===== src/design/otsu_histogram_threshold_top_assert.svh =====
// assertion macros used by the otsu threshold top level
`ifndef OTSU_HISTOGRAM_THRESHOLD_TOP_ASSERT_SVH
`define OTSU_HISTOGRAM_THRESHOLD_TOP_ASSERT_SVH

// same-cycle implication, disabled during reset
`define OHT_ASSERT_NOW(lbl, clk, rst_n, ante, cons, msg) \
    lbl: assert property (@(posedge clk) disable iff (!rst_n) (ante) |-> (cons)) \
        else $error(msg);

// next-cycle implication, disabled during reset
`define OHT_ASSERT_NEXT(lbl, clk, rst_n, ante, cons, msg) \
    lbl: assert property (@(posedge clk) disable iff (!rst_n) (ante) |=> (cons)) \
        else $error(msg);

`endif


===== src/design/oht_pkg.sv =====
// shared constants and control types of the otsu threshold block
package oht_pkg;

    localparam int LIMB_W          = 32;
    localparam int PIX_W           = 8;
    localparam int THR_W           = 8;
    localparam int DEF_MAX_PIXELS  = 1048576;
    localparam int DEF_GRAY_LEVELS = 256;

    // command into the multiply-accumulate unit
    typedef struct packed {
        logic start;
        logic two_terms;
    } t_mac_cmd;

    // status out of the multiply-accumulate unit
    typedef struct packed {
        logic busy;
        logic done;
    } t_mac_stat;

endpackage


===== src/design/oht_ram.sv =====
// generic simple dual-port ram with registered read
module oht_ram #(
    parameter int W = oht_pkg::PIX_W,
    parameter int D = oht_pkg::DEF_GRAY_LEVELS,
    localparam int ADW = $clog2(D)
) (
    input  logic           i_clk,
    input  logic           i_we,
    input  logic [ADW-1:0] i_waddr,
    input  logic [W-1:0]   i_wdata,
    input  logic [ADW-1:0] i_raddr,
    output logic [W-1:0]   o_rdata
);
    logic [W-1:0] r_mem [D];
    logic [W-1:0] r_rdata;

    // read returns old data on a same-address write
    always_ff @(posedge i_clk) begin
        if (i_we) begin
            r_mem[i_waddr] <= i_wdata;
        end
        r_rdata <= r_mem[i_raddr];
    end

    assign o_rdata = r_rdata;
endmodule


===== config.mk =====
export PLATFORM = sky130hd
export DESIGN_NAME = oht_ram
export DESIGN_NICKNAME = d
export VERILOG_FILES = /design/src/design/otsu_histogram_threshold_top_assert.svh /design/src/design/oht_pkg.sv /design/src/design/oht_ram.sv
export SDC_FILE = /design/constraint.sdc
export NUM_CORES = 2
export LEC_CHECK = 0
export BUFFER_PORTS_ARGS = -buffer_cell sky130_fd_sc_hd__buf_2
export CAP_MARGIN = 30
export CORE_MARGIN = 1.5
export CORE_UTILIZATION = 50
export DETAILED_ROUTE_END_ITERATION = 7
export GPL_TIMING_DRIVEN = 0
export PLACE_DENSITY_LB_ADDON = 0.1
export SETUP_SLACK_MARGIN = 0.4
export SYNTH_ARGS = -nofsm -noshare
export SYNTH_HDL_FRONTEND = slang
export SYNTH_SLANG_ARGS = --single-unit

===== constraint.sdc =====
create_clock -name i_clk -period 2.43 [get_ports i_clk]
set_input_delay 0.486 -clock i_clk [delete_from_list [all_inputs] [get_ports i_clk]]
set_output_delay 0.486 -clock i_clk [all_outputs]
set_load 0.05 [all_outputs]

* Yosys cells after proc, flatten, opt, wreduce, memory -nomap -nowiden
Memory sizes are Yosys's and may differ from the RTL's. A register that Yosys moved wholly into a read port is not among the register bits.
Cells that the tools add are included.
** Word-level totals
- Memories kept :: 1
- Bits in writable memories :: 2048
- Logic and storage cells :: 3
- Output and inout bits :: 8
- Bits in registers :: 0
** Cells by class
- Multiplexer cells :: 2
** Memories
- r_mem :: words 256, width 8, rd ports 1, clocked after memory_dff 1, wr ports 1, RTL line oht_ram.sv:14 : logic [W-1:0] r_mem [D];
** Operator list (count)
- 2-to-1 mux 1 bit :: 2

* Depth between registers and ports, before layout
- Word-level depth :: 2
- Mapped depth :: 11

* Worst setup path before layout
No wires, ideal clock.
- Kind :: input to register
- From :: input i_raddr[0]
- To :: register r_rdata[2], in the netlist o_rdata[2] (read register of r_mem)
- Path buffers :: 4
- Path slack :: 0.006 ns
- Cell stages on the path :: 9
- Arrival time :: 2.293 ns
- Setup time :: 0.131 ns
- Path through :: buf_6 buf_12 buf_8 buf_2 mux4_2 a22oi_1 a21oi_1 nor4_1 nor4_2
** RTL lines
- from (decl) :: RTL line oht_ram.sv:11 : input logic [ADW-1:0] i_raddr,
- to (decl) :: RTL line oht_ram.sv:15 : logic [W-1:0] r_rdata;

==> out/qor.txt <==
==========================================================================================
Number of slew-limit violations in the final report .........................            0
Die area ....................................................................   162000 µm²
Worst-case headroom to the max-slew limit ...................................        0.247
Worst setup slack after layout ..............................................      -159 ps
Final-stage net count .......................................................         4113
Worst-skew pair later-pin latency ...........................................       830 ps
TritonCTS clock tree ........................................................          yes
RSZ-0062 raised after global routing ........................................         true
Hold violation count in the final report ....................................            0
Status ...................................................................... finished with violations
Final Routed Wirelength .....................................................       244 mm
Clock Tree Root ............................................................. sky130_fd_sc_hd__clkbuf_16
Clock edge transition at the registers on the reported setup and hold paths .        60 ps
Number of levels the H-tree was split into ..................................            4
Post-Syn Instances ..........................................................         3733
Top-area cell type share of the netlist area ................................        0.773
Fraction of power consumed by sequential logic ..............................        0.526
Antenna-violating nets left .................................................            0
Area grow syn2layout ........................................................        17.9%
Leakage power ...............................................................      28.9 nW
Cells taking the most area after synthesis .................................. sky130_fd_sc_hd__edfxtp_1 77%, sky130_fd_sc_hd__mux4_2 13%, sky130_fd_sc_hd__mux2i_1 1.7%, sky130_fd_sc_hd__nor2_1 1.3%, sky130_fd_sc_hd__a22oi_1 1.3%
Worst Path Required .........................................................      3080 ps
Worst Setup End Kind ........................................................     register
Number of global-route vias before repair ...................................        40582
Clock net sink count ........................................................         2056
Count of input and output buffers ...........................................           26
Number of DRC violations after detailed routing .............................            0
Average cell area after synthesis ...........................................     21.3 µm²
Antenna violations before repair ............................................           13
Final period demand of the worst path .......................................      2590 ps
Synth Cell Area .............................................................    79600 µm²
Fill cell instance count of the final layout ................................        11405
Worst vdd ir ................................................................       756 µV
Share of the clock period used by the worst path after layout ...............         1.07
Wire length of the first global-routing pass ................................       333 mm
Maximum number of pins on one net before global-route repair ................          157
Max cap viols ...............................................................            0
Post-layout power ...........................................................      74.4 mW
Routed len/inst .............................................................      38.6 µm
Number of synthesized register bits .........................................         2056
Crit path arrival time ......................................................      3240 ps
FFs w/ async S/R, synth .....................................................            0
Net Switching ...............................................................      16.6 mW
Top_reg_cell synth .......................................................... sky130_fd_sc_hd__edfxtp_1
Clock power share ...........................................................        0.407
Mean number of vias per cell ................................................         6.54
Pin slew with the least headroom to its limit ...............................      1130 ps
Sum of overflow across all layers after global routing ......................            0
Max Clock Freq ..............................................................    0.386 GHz
DR vias .....................................................................        41351
Share of cells above drive strength 1 .......................................        0.346
Pwr per Cell Area ...........................................................   793 nW/µm²
Post-synthesis cell type with the largest combined area ..................... sky130_fd_sc_hd__edfxtp_1
Warnings, synthesis .........................................................            0
Kind of start point of the critical path ....................................    input pin
Cell at the slowest stage of the critical path .............................. sky130_fd_sc_hd__nor4_4
Switching Share .............................................................        0.224
Combinational fraction of design power ......................................        0.067
Most common cell in the netlist ............................................. sky130_fd_sc_hd__edfxtp_1
Hold-fix buffers at CTS .....................................................            0
Violated checks ............................................................. setup timing
Setup violators final .......................................................            5
Die width ...................................................................       402 µm
Ranking of synthesized cells by instance count .............................. 2048 x sky130_fd_sc_hd__edfxtp_1, 454 x sky130_fd_sc_hd__mux4_2, 282 x sky130_fd_sc_hd__nor2_1
HP Class .................................................................... input pin to register
Fraction of the yosys area taken by sequential cells ........................        0.775
Maximum root-to-sink buffer count ...........................................            3
Row Count ...................................................................          146
Total iterations of the first detailed-routing run ..........................            5
Critical-path cell list ..................................................... buf_2 -> buf_8 -> buf_6 -> buf_8 -> mux4_2 -> o211ai_1 -> nand3_2 -> nor4_4 -> nor4_4
Critical-path maximum fanout ................................................           10
Detailed placer's ending HPWL ...............................................       165 mm
Internal Pwr Total ..........................................................      57.7 mW
Net Count, Synth ............................................................         3759
Maximum clock skew at final layout ..........................................      26.8 ps
Effective utilization at floorplan ..........................................        0.503
Worst hold slack ............................................................      79.0 ps
Die H .......................................................................       402 µm
Final-layout setup total negative slack .....................................      -374 ps
Worst Setup Path Type ....................................................... input pin to register
Violation count after the first detailed-routing iteration ..................         5932
Unique masters post-synth ...................................................           55
Worst path max stage delay ..................................................       750 ps
Num ports ...................................................................           34
Area of the placeable core ..................................................   158000 µm²
CTS Buf Count ...............................................................          207
Overall track demand over capacity in global routing ........................        0.304
Weighted congestion reported at the end of routability-driven placement .....        0.976
EDFF count, synth ...........................................................         2048
==========================================================================================
## final cells by class
cell class                      count  area, µm²  area share
Multi-Input combinational cell   1442      19100       0.203
Clock buffer                      269       5510      0.0587
Clock inverter                    101        812     0.00866
Timing Repair Buffer              146       1610      0.0171
Inverter                            2       8.76   0.0000934
Buffer                            232       2540      0.0271
Tap cell                         2072       2590      0.0276
Sequential cell                  2056      61700       0.657
Antenna cell                        2       5.00   0.0000534
## routing by layer
| metal | track usage | part of all wire | vias up |
|---|---|---|---|
| li1 | - | - | 16461 |
| met3 | 0.0757 | 0.10 | 434 |
| met2 | 0.457 | 0.46 | 2240 |
| met1 | 0.426 | 0.39 | 22210 |
| met4 | 0.132 | 0.051 | 6 |
| met5 | 0 | 0.00016 | - |
## cell families after synthesis
| family | share of synthesized area |
|---|---|
| simple gates | 0.0263 |
| mux | 0.146 |
| buf+inv | 0.0183 |
| flops | 0.775 |
| compound gates | 0.0342 |
## path summary, 6_finish.rpt
path / from / end / slack, ps / cells past startpoint
worst max-delay path: i_raddr[1] / o_rdata[0] / -160 / 9
worst min-delay path: i_wdata[0] / r_mem[209][0] / 80 / 1
worst max register to register: r_mem[83][6] / o_rdata[6] / -80 / 6
worst min register to register: r_mem[90][3] / o_rdata[3] / 1180 / 5
## sequential cells by signal (all words and copies together), names as in the netlist
register / cells
o_rdata: 8
r_mem: 2048
## power groups by stage
stage | Clock [mW] | Sequential, mW | Combinational [mW]
floorplan | 0 | 40.0 | 2.02
finish | 30.3 | 39.1 | 4.96
global route | 31.8 | 39.1 | 5.06
CTS | 30.5 | 39.1 | 4.71
detailed placement | 0 | 39.9 | 4.39
global placement | 0 | 40.0 | 4.20
## timing repair
| item | 4_1_cts | 5_1_grt |
|---|---|---|
| gates resized for setup | 366 | 224 |
| hold endpoints to repair | 0 | 0 |
| setup buffers | 16 | 35 |
| endpoints found under the setup margin | 1359 | 1242 |
| pin swaps | 29 | 34 |
| cloned | 0 | 0 |
## cell usage in the layout (no fill, tap or decap), drive strengths merged, types with 6 or more instances in the layout
cell type / Yosys / final
a211oi: 16 / 16
a21oi: 96 / 96
a221oi: 14 / 14
a22o: 8 / 8
a22oi: 133 / 133
and2: 6 / 6
buf: 122 / 267
bufinv: 0 / 10
clkbuf: 111 / 380
clkinv: 1 / 86
dfxtp: 8 / 8
edfxtp: 2048 / 2048
mux2i: 134 / 134
mux4: 456 / 456
nand2: 33 / 33
nand2b: 8 / 8
nand3: 34 / 34
nand4: 10 / 10
nor2: 282 / 282
nor2b: 31 / 31
nor3: 22 / 22
nor4: 27 / 27
o211ai: 10 / 10
o21ai: 12 / 12
o221ai: 47 / 47
o22ai: 28 / 28
## critical path: cells and delay by family
family | cells | cell delay (ps)
compound gates | 1 | 240
buf+inv | 4 | 880
mux | 1 | 370
simple gates | 3 | 1180
## stage by stage
step                      worst slack [ps]   util  instances  area, µm²
after floorplan                        125      -       3733      80900
final                                 -159  0.593       6322      93800
after global placement               -2980  0.529       5831      83600
after CTS                             -118  0.585       6283      92600
after detailed placement             -2340  0.535       5898      84600
after global routing                  -178  0.593       6320      93800
Note: power is estimated with default switching activity, not from simulation.
