===== config.mk =====
export PLATFORM = sky130hd
export DESIGN_NAME = oht_mac
export DESIGN_NICKNAME = d
export VERILOG_FILES = /design/src/design/otsu_histogram_threshold_top_assert.svh /design/src/design/oht_pkg.sv /design/src/design/oht_mac.sv
export SDC_FILE = /design/constraint.sdc
export NUM_CORES = 2
export LEC_CHECK = 0
export ABC_AREA = 0
export BUFFER_PORTS_ARGS = -buffer_cell sky130_fd_sc_hd__buf_2
export CORE_ASPECT_RATIO = 0.9
export CORE_MARGIN = 8
export CORE_UTILIZATION = 55
export CTS_CLUSTER_DIAMETER = 200
export CTS_CLUSTER_SIZE = 16
export DETAILED_ROUTE_END_ITERATION = 6
export PLACE_DENSITY = 0.73
export SLEW_MARGIN = 5
export SYNTH_ARGS = -nofsm -noshare
export SYNTH_HDL_FRONTEND = slang
export SYNTH_SLANG_ARGS = --single-unit

===== constraint.sdc =====
create_clock -name i_clk -period 29 [get_ports i_clk]
set_input_delay 5.8 -clock i_clk [delete_from_list [all_inputs] [get_ports i_clk]]
set_output_delay 5.8 -clock i_clk [all_outputs]
set_load 0.02 [all_outputs]

===== src/design/otsu_histogram_threshold_top_assert.svh =====
// assertion macros used by the otsu threshold top level
`ifndef OTSU_HISTOGRAM_THRESHOLD_TOP_ASSERT_SVH
`define OTSU_HISTOGRAM_THRESHOLD_TOP_ASSERT_SVH

// same-cycle implication, disabled during reset
`define OHT_ASSERT_NOW(lbl, clk, rst_n, ante, cons, msg) \
    lbl: assert property (@(posedge clk) disable iff (!rst_n) (ante) |-> (cons)) \
        else $error(msg);

// next-cycle implication, disabled during reset
`define OHT_ASSERT_NEXT(lbl, clk, rst_n, ante, cons, msg) \
    lbl: assert property (@(posedge clk) disable iff (!rst_n) (ante) |=> (cons)) \
        else $error(msg);

`endif


===== src/design/oht_pkg.sv =====
// shared constants and control types of the otsu threshold block
package oht_pkg;

    localparam int LIMB_W          = 32;
    localparam int PIX_W           = 8;
    localparam int THR_W           = 8;
    localparam int DEF_MAX_PIXELS  = 1048576;
    localparam int DEF_GRAY_LEVELS = 256;

    // command into the multiply-accumulate unit
    typedef struct packed {
        logic start;
        logic two_terms;
    } t_mac_cmd;

    // status out of the multiply-accumulate unit
    typedef struct packed {
        logic busy;
        logic done;
    } t_mac_stat;

endpackage


===== src/design/oht_mac.sv =====
// limb-serial multiply-accumulate unit: acc = init + x1*y1 [- x2*y2]
module oht_mac #(
    parameter int OW = oht_pkg::LIMB_W,
    parameter int AW = 2 * oht_pkg::LIMB_W + 1,
    localparam int OL = (OW + oht_pkg::LIMB_W - 1) / oht_pkg::LIMB_W,
    localparam int CW = $clog2(OL + 1)
) (
    input  logic               i_clk,
    input  logic               i_rst_n,
    input  oht_pkg::t_mac_cmd  i_cmd,
    input  logic [CW-1:0]      i_xl,
    input  logic [CW-1:0]      i_yl,
    input  logic [AW-1:0]      i_init,
    input  logic [OW-1:0]      i_x1,
    input  logic [OW-1:0]      i_y1,
    input  logic [OW-1:0]      i_x2,
    input  logic [OW-1:0]      i_y2,
    output oht_pkg::t_mac_stat o_stat,
    output logic [AW-1:0]      o_acc
);
    import oht_pkg::*;

    localparam int PADW = OL * LIMB_W;
    localparam int IW   = (OL > 1) ? $clog2(OL) : 1;
    localparam int SHW  = $clog2(2 * OL);

    logic              r_busy;
    logic              r_two;
    logic              r_t;
    logic [IW-1:0]     r_i;
    logic [IW-1:0]     r_j;
    logic [CW-1:0]     r_xl;
    logic [CW-1:0]     r_yl;
    logic              r_prod_vld;
    logic              r_prod_last;
    logic              r_prod_sub;
    logic [SHW-1:0]    r_psh;
    logic [2*LIMB_W-1:0] r_prod;
    logic [AW-1:0]     r_acc;
    logic              r_done;

    logic [PADW-1:0]   x_pad;
    logic [PADW-1:0]   y_pad;
    logic [LIMB_W-1:0] x_limb;
    logic [LIMB_W-1:0] y_limb;
    logic              i_end;
    logic              j_end;
    logic              last;
    logic [AW-1:0]     addend;

    always_comb begin
        x_pad  = r_t ? PADW'(i_x2) : PADW'(i_x1);
        y_pad  = r_t ? PADW'(i_y2) : PADW'(i_y1);
        x_limb = x_pad[r_i*LIMB_W +: LIMB_W];
        y_limb = y_pad[r_j*LIMB_W +: LIMB_W];
        i_end  = (CW'(r_i) == r_xl - CW'(1));
        j_end  = (CW'(r_j) == r_yl - CW'(1));
        last   = i_end && j_end && (!r_two || r_t);
        addend = AW'(r_prod) << (LIMB_W * r_psh);
    end

    // sequencer over limb pairs, then term
    always_ff @(posedge i_clk) begin
        if (!i_rst_n) begin
            r_busy     <= 1'b0;
            r_prod_vld <= 1'b0;
            r_done     <= 1'b0;
        end else begin
            r_prod_vld <= r_busy;
            r_done     <= r_prod_vld && r_prod_last;
            if (i_cmd.start) begin
                r_busy <= 1'b1;
            end else if (r_busy && last) begin
                r_busy <= 1'b0;
            end
        end
    end

    always_ff @(posedge i_clk) begin
        if (i_cmd.start) begin
            r_two <= i_cmd.two_terms;
            r_t   <= 1'b0;
            r_i   <= '0;
            r_j   <= '0;
            r_xl  <= i_xl;
            r_yl  <= i_yl;
        end else if (r_busy) begin
            if (j_end) begin
                r_j <= '0;
                if (i_end) begin
                    r_i <= '0;
                    r_t <= 1'b1;
                end else begin
                    r_i <= r_i + IW'(1);
                end
            end else begin
                r_j <= r_j + IW'(1);
            end
        end

        // one limb product per cycle
        if (r_busy) begin
            r_prod      <= (2*LIMB_W)'(x_limb) * (2*LIMB_W)'(y_limb);
            r_psh       <= SHW'(r_i) + SHW'(r_j);
            r_prod_sub  <= r_t;
            r_prod_last <= last;
        end

        if (i_cmd.start) begin
            r_acc <= i_init;
        end else if (r_prod_vld) begin
            r_acc <= r_prod_sub ? (r_acc - addend) : (r_acc + addend);
        end
    end

    assign o_stat.busy = r_busy | r_prod_vld;
    assign o_stat.done = r_done;
    assign o_acc       = r_acc;
endmodule


; After elaboration in Yosys (flattened, before gate mapping)
; Index checks and enable logic that the tools add are counted.
[totals]
ff_bits = 141
inputBits = 199
out_inout_bits = 67
elab_cells = 47
[classes]
add_sub_neg = 7
mul = 1
eq_ne = 2
shifts = 3
muxes = 9
n_bitwise = 1
n_reduce_logical = 10
[ops]
columns = op, n
row1 = $mux 65, 3
row2 = $add 65x65->65, 1
row3 = $shl 64x6->65, 1
row4 = $sub 65x65->65, 1
row5 = $mul 32x32->64, 1
row6 = $mux 32, 2
row7 = $shiftx 32x7->32, 2
row8 = $logic_and 1x1->1, 4
row9 = $mux 1, 4
row10 = $reduce_bool 2->1, 2
row11 = $reduce_and 3->1, 1
row12 = $add 1x1->1 const B, 2
row13 = $eq 1x1->1, 2
row14 = $reduce_and 2->1, 1
row15 = $sub 1x1->1 const B, 2
row16 = $add 1x1->1, 1
row17 = $logic_not 1->1, 1
row18 = $logic_or 1x1->1, 1
row19 = $or 1x1->1, 1

; Longest topological paths before layout
[logic_depth]
word_depth = 7
ltp_mapped = 32
ltp_nobuf = 27

; Worst setup path before layout
; OpenSTA, ideal clock, no wires.
[synth_timing]
path_kind = input -> register
startpoint = input i_y2[5]
endpoint = register r_prod[56], data pin
setup_time_ps = 268
t_arrival_ps = 12891
required_ps = 28732
path_slack_ps = 15841
stages = 28
n_path_buf = 3
path_cell_list = mux2i_1 or2_2 clkbuf_1 buf_1 nor2_1 fa_1 fa_1 fa_1 inv_1 fa_1 inv_1 fa_1 fa_1 fa_1 inv_1 fa_1 inv_1 ha_1 clkbuf_1 nand4_1 nor3_1 nand2_1 nor4_1 nor4_1 a211oi_1 a2111oi_0 a211oi_1 xor2_1
[synth_via]
elab_chain_cells = 3
[synth_rtl]
columns = element, line
row1 = "start, declared", oht_mac.sv:17  ; input logic [OW-1:0] i_y2,
row2 = $mux 32, oht_mac.sv:53  ; y_pad = r_t ? PADW'(i_y2) : PADW'(i_y1);
row3 = $shiftx 32x7->32, oht_mac.sv:55  ; y_limb = y_pad[r_j*LIMB_W +: LIMB_W];
row4 = $mul 32x32->64, oht_mac.sv:103  ; r_prod <= (2*LIMB_W)'(x_limb) * (2*LIMB_W)'(y_limb);
row5 = "end signal, assigned", oht_mac.sv:103
row6 = "end, declared", oht_mac.sv:38  ; logic [2*LIMB_W-1:0] r_prod;
; No other way between the ends.
; A chain may end at the register's enable or synchronous reset.

; Worst setup path after layout
[layout_timing]
startpoint = input i_x2[17]
endpoint = register r_prod[56], data pin
[layout_via]
elab_chain_cells = 3
[layout_rtl]
columns = element, line
row1 = "start, declared", oht_mac.sv:16  ; input logic [OW-1:0] i_x2,
row2 = $mux 32, oht_mac.sv:52  ; x_pad = r_t ? PADW'(i_x2) : PADW'(i_x1);
row3 = $shiftx 32x7->32, oht_mac.sv:54  ; x_limb = x_pad[r_i*LIMB_W +: LIMB_W];
row4 = $mul 32x32->64, oht_mac.sv:103
; No other way between the ends.

==> qor.txt <==
outcome: finished, final reports clean
final RePlAce weighted congestion: 1.034
R2R depth: 25
Die H: 285.9 µm
Max Slew Vio Count: 0
vias in the first global route: 39059
r2r startpoint: r_t$_SDFFE_PP0P_
dpl hpwl: 125.9 mm
# port buffers: 265
core footprint: 80640 µm²
Die Wd: 315.9 µm
Setup Crit Path Kind: in2reg
RSZ-0062 raised after global routing: no
Metal-1 WL: 60.58 mm
Yosys reg bits: 141
die area: 90330 µm²
Syn Nets: 6617
CTS Hold Buffers Added: 0
Max-slew headroom: 17.02%
clk slew on worst S/H paths: 60 ps
Req. time, crit path: 29180 ps
most frequent cells in the layout: fa_1, inv_1, nor2_1, nand2_1, ha_1
Antenna Nets Post-Route: 0
# setup viols final: 0
Final #Nets: 6677
CP endpoint: r_prod[56]$_DFFE_PP_
Crit. Startpoint: i_x2[17]
CTS tree: built
Final Cycle Share: 50.53%
clock tree root driver cell: clkbuf_16
Placement Rows: 99
leading cell type in the layout, fill and taps excluded: fa_1
first-pass GRT wire length: 233.3 mm
Hold Path Depth: 1
Worst-Margin Slew: 1243 ps
area added between synthesis and finish: 6.047%
Vias: 37770
Async SR Flop Fraction: 0%
flop-to-flop setup slack: 18270 ps
clock sink count: 141
Startpoint Class: primary input
wire per inst: 24.26 µm
Mapped Area: 44530 µm²
Max clock buf depth: 2
DRC viols: 0
detailed-route wire length: 153.5 mm
Via density: 5.970
number of synthesized flops with an enable pin: 135
Synth Flop Type: edfxtp_1
reg-to-reg endpoint: r_prod[56]$_DFFE_PP_
IO Count: 266
average size of a mapped cell: 8.578 µm²
CP max FO: 11
Max Cap Viol: 0
top routing layer in use: met4
Total Routing Usage GR: 34.15%
setup TNS: 0 ps
cell taking the most area after synthesis: fa_1
post-cts sizing count: 0
Detailed Routing Iterations Pass 1: 6
synth unique cells: 89
Met2 Wirelength: 65.61 mm
f_max: 68.24 MHz
largest net degree at the start of global routing: 75
final core utilization: 58.56%
initial antenna violation count: 3
Worst Skew: 14.40 ps
Post-CTS Repair Setup Buffers: 0
met3 WL: 19.55 mm
most area-consuming cells after synthesis: fa_1, ha_1, edfxtp_1
arrival time worst endpoint: 14840 ps
type of the most critical hold path: reg2reg
warning count from the yosys run: 0
Worst-Skew Late Latency: 460 ps
CTS HTree Levels: 4
Final min period: 14650 ps
Initial Util: 55.22%
Iteration-0 DRC Markers: 3727
cts bufs inserted: 17
CP Capture Type: flip-flop
final hold vios: 0
share of the synthesized area in the top cell type: 40.33%
global route overflow: 0
sequential-to-total area share from yosys stat: 9.374%
layout cell share with drive strength beyond 1: 9.138%
Gate Count Post-Synth: 5191
## worst max-delay path, stage by stage
cell and delay (ps):
buf_2 80, mux2i_1 80, nor2_2 970, nand2_1 210
fa_1 560, fa_1 550, inv_1 50, fa_1 500
fa_1 590, fa_1 440, fa_1 430, fa_1 510
inv_1 60, fa_1 510, inv_1 50, ha_1 460
nand4_1 320, nor3_1 400, nand2_1 200, nor4_1 830
nor4_1 150, a211oi_1 510, a2111oi_0 200, a211oi_1 240
xor2_1 120
## Yosys cell counts (6+ instances only)
cell type / instances
clkbuf_1: 245
nor4_1: 17
nand3b_1: 8
o21ai_0: 135
a31oi_1: 31
edfxtp_1: 135
o31ai_1: 20
and3_1: 25
a221oi_1: 7
or2_2: 63
nor2b_1: 26
a21o_1: 73
buf_2: 19
o32ai_1: 6
nor3_1: 52
xnor2_1: 89
buf_1: 22
nor2_1: 823
nand4_1: 40
dfxtp_1: 6
mux2_2: 6
nand2_1: 609
inv_1: 891
nand2b_1: 36
a211oi_1: 18
mux2i_1: 90
and2_1: 10
o211ai_1: 14
or3_1: 7
a21oi_1: 180
fa_1: 897
nand3_1: 42
ha_1: 330
o21bai_1: 25
xor2_1: 74
o21a_1: 14
## worst min-delay path by stage
stage                     startpoint                   end  slack [ps]
6_report       r_prod_last$_DFFE_PP_     r_done$_SDFF_PN0_         520
3_3_place_gp   r_prod_last$_DFFE_PP_     r_done$_SDFF_PN0_         490
4_1_cts        r_prod_last$_DFFE_PP_     r_done$_SDFF_PN0_         520
3_5_place_dp   r_prod_last$_DFFE_PP_     r_done$_SDFF_PN0_         500
5_1_grt        r_prod_last$_DFFE_PP_     r_done$_SDFF_PN0_         540
2_1_floorplan       r_t$_SDFFE_PP0P_  r_prod_sub$_DFFE_PP_         420
## per-stage QoR
stage / std cells / worst slack, ps / hold WS [ps] / area [µm²]
4_1_cts: 6324 / 14630 / 516.5 / 47210
3_3_place_gp: 6292 / 14100 / 492.7 / 46610
6_report: 6327 / 14350 / 517.3 / 47220
3_5_place_dp: 6292 / 14140 / 500.7 / 46610
2_1_floorplan: 5191 / 15840 / 422.9 / 44530
5_1_grt: 6324 / 14150 / 535.1 / 47210
## logic make-up (layout without fill, tap and decap cells)
group / count (synthesis) / in the layout / synth area share, %
other: 0 / 3 / 0
DFF: 141 / 141 / 9.374
and+or+nand+nor: 1788 / 1788 / 17.02
AOI/OAI and AO/OA: 595 / 595 / 8.534
buffers and inverters: 1179 / 1252 / 10.02
adders and majority gates: 1227 / 1227 / 49.60
xor gates and xnor gates: 164 / 164 / 3.243
muxes: 97 / 97 / 2.209
## sequential cells by signal, indices dropped and copies added (netlist names)
register / cells
r_prod_sub: 1
o_acc: 65
r_t: 1
r_prod: 64
r_busy: 1
r_psh: 1
r_i: 1
r_yl: 1
r_done: 1
r_prod_vld: 1
r_two: 1
r_prod_last: 1
r_j: 1
r_xl: 1
## layout make-up
class                      count  area [µm²]
inverter                     891        3344
antenna                        3       7.507
multi-input combinational   3871       35950
sequential                   141        4182
tap                         1060        1326
clock inverter                12       161.4
timing repair buffer         329        1809
clock buffer                  20       436.7
fill                        7257       33420
## metal layers
metal	global-route usage, %	vias up
met5	0	-
met4	14.39	0
met1	45.85	18827
met2	50.51	2229
met3	11.51	448
li1	-	16266
Power is left out: the tool's default activity adds up to more than one toggle a clock period on the data nets, which glitch-free logic cannot reach.
